$ cat src/hw/rtl/sfmd_pkg.sv
// sfmd_pkg: shared constants, register indexes and structs of the state feedback motor drive.
// No dependencies; used by sfmd_drive and state_feedback_motor_drive.
package sfmd_pkg;

    // Register indexes on the configuration channel
    localparam logic [2:0] REG_GAIN_LEAN_ANGLE  = 3'd0;
    localparam logic [2:0] REG_GAIN_LEAN_RATE   = 3'd1;
    localparam logic [2:0] REG_GAIN_WHEEL_ANGLE = 3'd2;
    localparam logic [2:0] REG_GAIN_WHEEL_RATE  = 3'd3;
    localparam logic [2:0] REG_DEADBAND         = 3'd4;
    localparam logic [2:0] REG_SLOW_LIMIT       = 3'd5;
    localparam logic [2:0] REG_BRAKE_HOLD       = 3'd6;
    localparam logic [2:0] REG_REV_TIMEOUT      = 3'd7;

    // Register reset values
    localparam logic signed [31:0] RST_GAIN_LEAN_ANGLE  = -32'sd106700398;
    localparam logic signed [31:0] RST_GAIN_LEAN_RATE   = -32'sd33845561;
    localparam logic signed [31:0] RST_GAIN_WHEEL_ANGLE = -32'sd2317;
    localparam logic signed [31:0] RST_GAIN_WHEEL_RATE  = -32'sd138810;
    localparam logic [21:0]        RST_DEADBAND         = 22'd65536;
    localparam logic [30:0]        RST_SLOW_LIMIT       = 31'd26214;
    localparam logic [15:0]        RST_BRAKE_HOLD       = 16'd200;
    localparam logic [15:0]        RST_REV_TIMEOUT      = 16'd400;

    // Datapath constants
    localparam int PWM_BITS_DEFAULT = 8;
    localparam int DUTY_STEP        = 7;
    localparam int U_LIMIT          = 2621440;      // 40 V in Q16.16, equals 5 << 19
    localparam int U_HALF           = U_LIMIT / 2;  // rounding offset of the duty target
    localparam int DIV_SHIFT        = 19;           // power-of-two part of U_LIMIT
    localparam int RECIP_FIVE       = 3355444;      // ceil(2^24 / 5), exact below 2^22
    localparam int RECIP_SHIFT      = 24;

    // Drive configuration, held in the top level
    typedef struct packed {
        logic [21:0] deadband;
        logic [30:0] slow_limit;
        logic [15:0] brake_hold;
        logic [15:0] rev_timeout;
    } drive_cfg_t;

    // Per-item values handed to the drive update
    typedef struct packed {
        logic signed [22:0] u;
        logic [21:0]        mag;
        logic signed [31:0] speed;
        logic [31:0]        now;
    } drive_in_t;

    // Result fields of one tick
    typedef struct packed {
        logic [7:0]  duty;
        logic        brake;
        logic        forward;
        logic        pending;
    } drive_out_t;

endpackage

$ cat src/hw/rtl/sfmd_mul.sv
// sfmd_mul: shared 32x32 signed multiplier with a registered product.
// Standalone; instantiated by state_feedback_motor_drive.
module sfmd_mul (
    input  logic               aclk,
    input  logic signed [31:0] op_a,
    input  logic signed [31:0] op_b,
    output logic signed [63:0] prod_reg
);

    logic signed [63:0] prod_next;

    // Full-width product, registered for the next step
    assign prod_next = 64'(op_a) * 64'(op_b);

    always_ff @(posedge aclk) begin
        prod_reg <= prod_next;
    end

endmodule

$ cat src/hw/rtl/sfmd_drive.sv
// sfmd_drive: deadband, reversal sequencing and duty slew; holds the drive state.
// Depends on sfmd_pkg; instantiated by state_feedback_motor_drive.
module sfmd_drive #(
    parameter int PWM_BITS = sfmd_pkg::PWM_BITS_DEFAULT
) (
    input  logic                   aclk,
    input  logic                   aresetn,
    input  logic                   upd,
    input  sfmd_pkg::drive_cfg_t   cfg,
    input  sfmd_pkg::drive_in_t    din,
    input  logic [PWM_BITS-1:0]    target,
    output sfmd_pkg::drive_out_t   dout
);

    localparam int SW = PWM_BITS + 2;
    localparam logic signed [SW-1:0] STEP_S = SW'(sfmd_pkg::DUTY_STEP);
    localparam logic signed [SW-1:0] MAX_S  = SW'((1 << PWM_BITS) - 1);
    localparam logic [PWM_BITS-1:0]  STEP_U = PWM_BITS'(sfmd_pkg::DUTY_STEP);

    logic [PWM_BITS-1:0] duty_reg, duty_next;
    logic                dir_reg, dir_next;
    logic                rev_reg, rev_next;
    logic [31:0]         start_reg, start_next;

    logic                in_band, desired, flip, hold_wait, slow, timed, hold_ok;
    logic                brake, pending;
    logic [31:0]         start_eff, elapsed, speed_mag;
    logic [PWM_BITS-1:0] base, dec;
    logic signed [SW-1:0] b_s, t_s, d1, d2;
    logic [PWM_BITS-1:0] slewed;
    logic [PWM_BITS+7:0] duty_wide;

    // Reversal decision
    always_comb begin
        in_band   = din.mag < cfg.deadband;
        desired   = ~din.u[22];
        flip      = desired != dir_reg;
        start_eff = rev_reg ? start_reg : din.now;
        elapsed   = din.now - start_eff;
        speed_mag = din.speed[31] ? 32'(-din.speed) : 32'(din.speed);
        slow      = speed_mag <= {1'b0, cfg.slow_limit};
        timed     = elapsed >= {16'b0, cfg.rev_timeout};
        hold_ok   = elapsed >= {16'b0, cfg.brake_hold};
        hold_wait = flip && (!hold_ok || (!slow && !timed));
    end

    // Slew toward the target: step up, then step down, then clamp
    always_comb begin
        base = flip ? '0 : duty_reg;
        b_s  = $signed({2'b00, base});
        t_s  = $signed({2'b00, target});
        d1   = (b_s < t_s) ? b_s + STEP_S : b_s;
        d2   = (d1 > t_s) ? d1 - STEP_S : d1;
        priority if (d2 < 0) begin
            slewed = '0;
        end else if (d2 > MAX_S) begin
            slewed = MAX_S[PWM_BITS-1:0];
        end else begin
            slewed = d2[PWM_BITS-1:0];
        end
        dec = (duty_reg < STEP_U) ? '0 : duty_reg - STEP_U;
    end

    // Next drive state and result flags
    always_comb begin
        duty_next  = duty_reg;
        dir_next   = dir_reg;
        rev_next   = rev_reg;
        start_next = start_reg;
        brake      = 1'b0;
        pending    = 1'b0;
        priority if (in_band) begin
            duty_next = dec;
            rev_next  = 1'b0;
        end else if (hold_wait) begin
            duty_next  = '0;
            rev_next   = 1'b1;
            start_next = start_eff;
            brake      = 1'b1;
            pending    = 1'b1;
        end else begin
            if (flip) begin
                dir_next   = desired;
                rev_next   = 1'b0;
                start_next = start_eff;
            end
            duty_next = slewed;
        end
    end

    // Advance the state once per item
    always_ff @(posedge aclk) begin
        if (!aresetn) begin
            duty_reg  <= '0;
            dir_reg   <= 1'b1;
            rev_reg   <= 1'b0;
            start_reg <= '0;
        end else if (upd) begin
            duty_reg  <= duty_next;
            dir_reg   <= dir_next;
            rev_reg   <= rev_next;
            start_reg <= start_next;
        end
    end

    // Duty field carries the low eight bits
    assign duty_wide    = {8'b0, duty_next};
    assign dout.duty    = duty_wide[7:0];
    assign dout.brake   = brake;
    assign dout.forward = dir_next;
    assign dout.pending = pending;

endmodule

$ cat src/hw/rtl/state_feedback_motor_drive.sv
// state_feedback_motor_drive: top level with sequencer, accumulator and config registers.
// Depends on sfmd_pkg, sfmd_mul and sfmd_drive.
//
//   channel  | direction | handshake           | payload
//   s_       | in        | s_tvalid/s_tready   | s_tdata: 5 x 32-bit state and time
//   m_       | out       | m_tvalid/m_tready   | m_tdata: duty, flags, command
//   cfg_     | in        | cfg_valid/cfg_ready | cfg_index, cfg_data
//
// From one acceptance to the next an item holds the block: the single 32x32
// multiplier runs four gain products (multiply then accumulate), then the duty
// scale and the reciprocal divide by five, with one state each for rounding,
// shifting and the drive update. m_tvalid and s_tready return together at the
// drive update. Reset is synchronous; gains and limits return to their
// defaults. A stalled result holds the update until m_tready.
module state_feedback_motor_drive #(
    parameter int PWM_BITS = sfmd_pkg::PWM_BITS_DEFAULT
) (
    input  logic         aclk,
    input  logic         aresetn,
    input  logic         s_tvalid,
    output logic         s_tready,
    // lean_angle[31:0], lean_rate[63:32], wheel_angle[95:64],
    // motor_speed[127:96], now_ms[159:128]
    input  logic [159:0] s_tdata,
    output logic         m_tvalid,
    input  logic         m_tready,
    // pwm_duty[7:0], brake_on[8], drive_forward[9], reversal_pending[10],
    // command_volts[33:11], zero[39:34]
    output logic [39:0]  m_tdata,
    input  logic         cfg_valid,
    output logic         cfg_ready,
    input  logic [2:0]   cfg_index,
    input  logic [31:0]  cfg_data
);

    localparam logic [2:0] ST_IDLE = 3'd0;
    localparam logic [2:0] ST_MUL  = 3'd1;
    localparam logic [2:0] ST_ACC  = 3'd2;
    localparam logic [2:0] ST_CMD  = 3'd3;
    localparam logic [2:0] ST_SCL  = 3'd4;
    localparam logic [2:0] ST_SHF  = 3'd5;
    localparam logic [2:0] ST_DIV  = 3'd6;
    localparam logic [2:0] ST_DRV  = 3'd7;

    localparam logic signed [65:0] Q_LIMIT  = 66'(sfmd_pkg::U_LIMIT);
    localparam logic signed [22:0] U_POS    = 23'(sfmd_pkg::U_LIMIT);
    localparam logic signed [65:0] Q_HALF   = 66'sd32768;
    localparam logic signed [31:0] PWM_MAX  = 32'((1 << PWM_BITS) - 1);
    localparam logic [63:0]        T_ROUND  = 64'(sfmd_pkg::U_HALF);
    localparam logic signed [31:0] RECIP_OP = 32'(sfmd_pkg::RECIP_FIVE);

    // Configuration registers
    logic signed [31:0]   gain_reg [4];
    sfmd_pkg::drive_cfg_t dcfg_reg;

    // Sequencer and datapath registers
    logic [2:0]          state_reg, state_next;
    logic [1:0]          idx_reg, idx_next;
    logic signed [31:0]  x_reg [4];
    logic [31:0]         now_reg;
    logic signed [65:0]  acc_reg, acc_next;
    logic signed [22:0]  u_reg, u_next;
    logic [21:0]         mag_reg, mag_next;
    logic [21:0]         y_reg;
    logic                out_valid_reg;
    logic [39:0]         out_data_reg;

    logic signed [31:0]  op_a, op_b;
    logic signed [63:0]  prod_reg;
    logic signed [65:0]  q_round, q_neg;
    logic [63:0]         scaled;
    logic                s_fire, drv_go;
    logic [PWM_BITS-1:0] target;
    sfmd_pkg::drive_in_t  din;
    sfmd_pkg::drive_out_t dout;

    assign s_tready  = (state_reg == ST_IDLE);
    assign s_fire    = s_tvalid && s_tready;
    assign drv_go    = (state_reg == ST_DRV) && (!out_valid_reg || m_tready);
    assign cfg_ready = 1'b1;
    assign m_tvalid  = out_valid_reg;
    assign m_tdata   = out_data_reg;

    // Write configuration registers
    always_ff @(posedge aclk) begin
        if (!aresetn) begin
            gain_reg[0]          <= sfmd_pkg::RST_GAIN_LEAN_ANGLE;
            gain_reg[1]          <= sfmd_pkg::RST_GAIN_LEAN_RATE;
            gain_reg[2]          <= sfmd_pkg::RST_GAIN_WHEEL_ANGLE;
            gain_reg[3]          <= sfmd_pkg::RST_GAIN_WHEEL_RATE;
            dcfg_reg.deadband    <= sfmd_pkg::RST_DEADBAND;
            dcfg_reg.slow_limit  <= sfmd_pkg::RST_SLOW_LIMIT;
            dcfg_reg.brake_hold  <= sfmd_pkg::RST_BRAKE_HOLD;
            dcfg_reg.rev_timeout <= sfmd_pkg::RST_REV_TIMEOUT;
        end else if (cfg_valid && cfg_ready) begin
            unique case (cfg_index)
                sfmd_pkg::REG_GAIN_LEAN_ANGLE:  gain_reg[0] <= $signed(cfg_data);
                sfmd_pkg::REG_GAIN_LEAN_RATE:   gain_reg[1] <= $signed(cfg_data);
                sfmd_pkg::REG_GAIN_WHEEL_ANGLE: gain_reg[2] <= $signed(cfg_data);
                sfmd_pkg::REG_GAIN_WHEEL_RATE:  gain_reg[3] <= $signed(cfg_data);
                sfmd_pkg::REG_DEADBAND:         dcfg_reg.deadband    <= cfg_data[21:0];
                sfmd_pkg::REG_SLOW_LIMIT:       dcfg_reg.slow_limit  <= cfg_data[30:0];
                sfmd_pkg::REG_BRAKE_HOLD:       dcfg_reg.brake_hold  <= cfg_data[15:0];
                sfmd_pkg::REG_REV_TIMEOUT:      dcfg_reg.rev_timeout <= cfg_data[15:0];
            endcase
        end
    end

    // Select multiplier operands for the current step
    always_comb begin
        unique case (state_reg)
            ST_MUL: begin
                op_a = gain_reg[idx_reg];
                op_b = x_reg[idx_reg];
            end
            ST_SCL: begin
                op_a = $signed({10'b0, mag_reg});
                op_b = PWM_MAX;
            end
            default: begin
                op_a = $signed({10'b0, y_reg});
                op_b = RECIP_OP;
            end
        endcase
    end

    sfmd_mul u_mul (
        .aclk     (aclk),
        .op_a     (op_a),
        .op_b     (op_b),
        .prod_reg (prod_reg)
    );

    // Round the sum to Q16.16, negate and clamp
    always_comb begin
        q_round = (acc_reg + Q_HALF) >>> 16;
        q_neg   = -q_round;
        priority if (q_round < -Q_LIMIT) begin
            u_next = U_POS;
        end else if (q_round > Q_LIMIT) begin
            u_next = -U_POS;
        end else begin
            u_next = q_neg[22:0];
        end
        mag_next = u_next[22] ? 22'(-u_next) : u_next[21:0];
    end

    // Sequencer
    always_comb begin
        state_next = state_reg;
        idx_next   = idx_reg;
        acc_next   = acc_reg;
        unique case (state_reg)
            ST_IDLE: begin
                if (s_fire) begin
                    state_next = ST_MUL;
                    idx_next   = '0;
                    acc_next   = '0;
                end
            end
            ST_MUL: state_next = ST_ACC;
            ST_ACC: begin
                acc_next = acc_reg + 66'(prod_reg);
                if (idx_reg == 2'd3) begin
                    state_next = ST_CMD;
                end else begin
                    idx_next   = idx_reg + 2'd1;
                    state_next = ST_MUL;
                end
            end
            ST_CMD: state_next = ST_SCL;
            ST_SCL: state_next = ST_SHF;
            ST_SHF: state_next = ST_DIV;
            ST_DIV: state_next = ST_DRV;
            ST_DRV: begin
                if (drv_go) begin
                    state_next = ST_IDLE;
                end
            end
        endcase
    end

    always_ff @(posedge aclk) begin
        if (!aresetn) begin
            state_reg <= ST_IDLE;
            idx_reg   <= '0;
        end else begin
            state_reg <= state_next;
            idx_reg   <= idx_next;
        end
    end

    // Datapath registers
    assign scaled = 64'(prod_reg) + T_ROUND;

    always_ff @(posedge aclk) begin
        acc_reg <= acc_next;
        if (s_fire) begin
            x_reg[0] <= $signed(s_tdata[31:0]);
            x_reg[1] <= $signed(s_tdata[63:32]);
            x_reg[2] <= $signed(s_tdata[95:64]);
            x_reg[3] <= $signed(s_tdata[127:96]);
            now_reg  <= s_tdata[159:128];
        end
        if (state_reg == ST_CMD) begin
            u_reg   <= u_next;
            mag_reg <= mag_next;
        end
        if (state_reg == ST_SHF) begin
            y_reg <= scaled[sfmd_pkg::DIV_SHIFT +: 22];
        end
    end

    // Drive update
    assign target    = prod_reg[sfmd_pkg::RECIP_SHIFT +: PWM_BITS];
    assign din.u     = u_reg;
    assign din.mag   = mag_reg;
    assign din.speed = x_reg[3];
    assign din.now   = now_reg;

    sfmd_drive #(
        .PWM_BITS (PWM_BITS)
    ) u_drive (
        .aclk    (aclk),
        .aresetn (aresetn),
        .upd     (drv_go),
        .cfg     (dcfg_reg),
        .din     (din),
        .target  (target),
        .dout    (dout)
    );

    // Output register: load on update, drop when taken
    always_ff @(posedge aclk) begin
        if (!aresetn) begin
            out_valid_reg <= 1'b0;
        end else if (drv_go) begin
            out_valid_reg <= 1'b1;
        end else if (m_tready) begin
            out_valid_reg <= 1'b0;
        end
    end

    always_ff @(posedge aclk) begin
        if (drv_go) begin
            out_data_reg <= {6'b0, u_reg, dout.pending, dout.forward, dout.brake, dout.duty};
        end
    end

`ifndef SYNTHESIS
    // Busy once an item has been accepted
    assert property (@(posedge aclk) disable iff (!aresetn) s_fire |=> !s_tready)
        else $error("input accepted while an item is in progress");

    // Waiting in a reversal means brake on and zero duty
    assert property (@(posedge aclk) disable iff (!aresetn)
        (out_valid_reg && out_data_reg[10]) |-> (out_data_reg[8] && out_data_reg[7:0] == 8'd0))
        else $error("pending reversal without brake or with nonzero duty");

    // Command stays within the clamp
    assert property (@(posedge aclk) disable iff (!aresetn)
        out_valid_reg |-> ($signed(out_data_reg[33:11]) <= U_POS
                           && $signed(out_data_reg[33:11]) >= -U_POS))
        else $error("command outside the clamp range");
`endif

endmodule
$ cat config.mk
export PLATFORM = sky130hd
export DESIGN_NAME = state_feedback_motor_drive
export DESIGN_NICKNAME = d
export VERILOG_FILES = /design/src/hw/rtl/sfmd_pkg.sv /design/src/hw/rtl/sfmd_mul.sv /design/src/hw/rtl/sfmd_drive.sv /design/src/hw/rtl/state_feedback_motor_drive.sv
export SDC_FILE = /design/constraint.sdc
export NUM_CORES = 2
export LEC_CHECK = 0
export BUFFER_PORTS_ARGS = -buffer_cell sky130_fd_sc_hd__buf_2
export CORE_ASPECT_RATIO = 2
export CORE_MARGIN = 5
export CORE_UTILIZATION = 60
export CTS_CLUSTER_SIZE = 16
export DETAILED_ROUTE_END_ITERATION = 12
export GPL_ROUTABILITY_DRIVEN = 0
export PLACE_DENSITY = 0.77
export SETUP_SLACK_MARGIN = 0.4
export SLEW_MARGIN = 20
export SYNTH_ARGS = -nofsm -noshare
export SYNTH_HDL_FRONTEND = slang
export SYNTH_HIERARCHICAL = 1
export SYNTH_SLANG_ARGS = --single-unit
$ cat constraint.sdc
create_clock -name aclk -period 13.1 [get_ports aclk]
set_clock_uncertainty 0.05 [all_clocks]
set_input_delay 2.62 -clock aclk [delete_from_list [all_inputs] [get_ports aclk]]
set_output_delay 2.62 -clock aclk [all_outputs]
set_load 0.01 [all_outputs]
==> reports/results.ini <==
[synth]
ys.flop_type = edfxtp_1
synth.distinct_cells = 117
ys_seq_elements = 653
yosysSeqAreaShare_pct = 24.0
synthArstFlopShare_pct = 0
postSynthAreaPerCell_um2 = 9.71
ys_warn_count = 6
synth_most_common_cell = inv_1
syn-cell-area_um2 = 73400
ys_top_cells_by_count = inv_1, fa_1, nand2_1
syn_inst = 7566
synth_top_cell_area_share_pct = 29.5
synth.area.top_cells = fa_1, edfxtp_1, inv_1
synth_top_area_cell = fa_1
synth_edf_count = 454

[worst_setup_path]
cp_max_fo = 22
crit_path_start_kind = flop
crit-reg2reg-launch = state_reg[1]
worstSetupPathType = flop to flop
r2r_cells = 28
critical_path_required_ns = 13.57
critPathLaunch = state_reg[1]
worst_path_most_repeated_cell = fa_1
cp_data_arrival_time_ns = 11.14
slowest_stage = nor2_2
end_kind = flop
cp_slowest_stage_delay_ns = 0.81
endpoint = u_mul/prod_reg[63]
r2r_slack_ns = 2.43
r2r_end = u_mul/prod_reg[63]

[die]
rows = 181
start_util_pct = 60.4
dieArea_um2 = 130000
ios = 243
core_area_um2 = 122000
die_y_um = 505
die_x_um = 257

[sta]
tightest_slew_ns = 1.07
rsz0062_at_grt = no
final_max_slew_viol_count = 0
hold_violations = 0
min_period_ns = 10.67
fmax_mhz = 93.8
period_share_pct = 81.4
relSlewSlack_pct = 27.8
setup_viol = 0
final.setup.tns_ns = 0

[route]
wl_mm = 219
vias_per_cell = 6.14
first_pass_iters = 6
wl_per_cell_um = 23.9
drt_iter0_drc = 4118
route.vias.total = 56300
wl_met3_mm = 12.7
wl_met1_mm = 64.4
top_layer_used = met5
drc = 0
wl_met2_mm = 115
final_antenna_net_count = 0

[run]
max-cap-violations = 0

[global_route]
grt_pass1_wl_mm = 337
antenna_found_initial = 11
grt_pass1_vias = 61700
overflow = 0
grt_usage_pct = 33.4
grt_max_degree = 75

[clocking]
ctsHoldBuffers = 0
post_cts_buffers = 0
clk_pin_slew_ns = 0.08
cts_root_buf = clkbuf_16
cts_tree = done
htreeDepth = 2
ctsResizeCount = 0
insertion_delay_ns = 0.65
numCtsBuffers = 53
cts_sinks = 653
clk_path_buf_depth = 3

[layout]
syn_to_final_growth_pct = 5.70
fillers = 9449
nets = 9240
drive_gt1_share_pct = 7.74

[worst_hold_path]
worstHoldPathType = flop to flop

[placement]
io_buffers = 235
place_hpwl_mm = 172

[status]
outcome = completed

==> final cells by class <==
cell class,instances,area (um2),share of cell area [%]
multi-input combinational,5218,49500,63.8
sequential,653,17600,22.7
clock buffer,78,1510,1.95
clock inverter,21,199,0.256
inverter,1311,4920,6.34
tap,1555,1950,2.51
timing repair buffer,333,1920,2.48
antenna,2,5.00,0.00645
==> worst max-delay path: cells and delay by family (launching register included) <==
kind / cells / cell delay [ns]
fa+ha+maj: 9 / 4.73
simple gates: 6 / 2.01
compound gates: 7 / 1.78
buf+inv: 5 / 0.99
flops: 1 / 0.69
xor+xnor: 1 / 0.24
==> layer usage <==
metal	up-vias	global-route usage (%)
met1	28100	31.7
li1	24200	-
met5	-	0
met3	1241	4.29
met4	8	31.2
met2	2736	61.2
==> stage by stage <==
step                      utilization [%]  cells  hold slack (ns)  worst slack, ns  instance area, um2
after floorplan                         -   7571            0.350             3.81               73500
after global placement               62.4   9070            0.355             2.63               75900
after detailed placement             62.4   9070            0.357             2.59               75900
after CTS                            63.8   9169            0.372             2.55               77600
after global routing                 63.8   9171            0.387             2.22               77600
final                                63.8   9171            0.366             2.43               77600
==> worst min-delay path by stage <==
stage	start	to	slack, ns	cells past startpoint
final	u_reg[1]	m_tdata[12]	0.37	0
after global routing	u_reg[11]	m_tdata[22]	0.39	0
after CTS	u_reg[1]	m_tdata[12]	0.37	0
after detailed placement	u_reg[19]	m_tdata[30]	0.36	0
after global placement	u_reg[1]	m_tdata[12]	0.36	0
after floorplan	u_reg[1]	m_tdata[12]	0.35	0
==> cells in the final DEF (no fill, tap or decap), types with 104 or more instances in the layout <==
cell      Yosys  routed
o21ai_0     151     149
dfxtp_1     199     196
xnor2_1     191     191
fa_1       1084    1084
a21o_1      107     104
a21oi_1     306     306
edfxtp_1    454     454
inv_1      1309    1309
nand2b_1    112     111
and2_1      596     589
buf_2        20     235
nor2_1      270     266
ha_1        386     386
nand2_1     930     924
==> logic make-up after synthesis <==
logic type / Yosys count / share of synthesized area [%]
xor gates and xnor gates: 288 / 3.47
DFF: 653 / 24.0
other: 2 / 0.0102
and+or+nand+nor: 2374 / 16.3
adders and majority gates: 1470 / 36.1
buffers and inverters: 1700 / 8.80
AOI/OAI and AO/OA: 962 / 8.62
muxes: 117 / 2.71
Power is not shown: default switching activity piles up to over one toggle a cycle in this logic, so the estimate is an artifact.
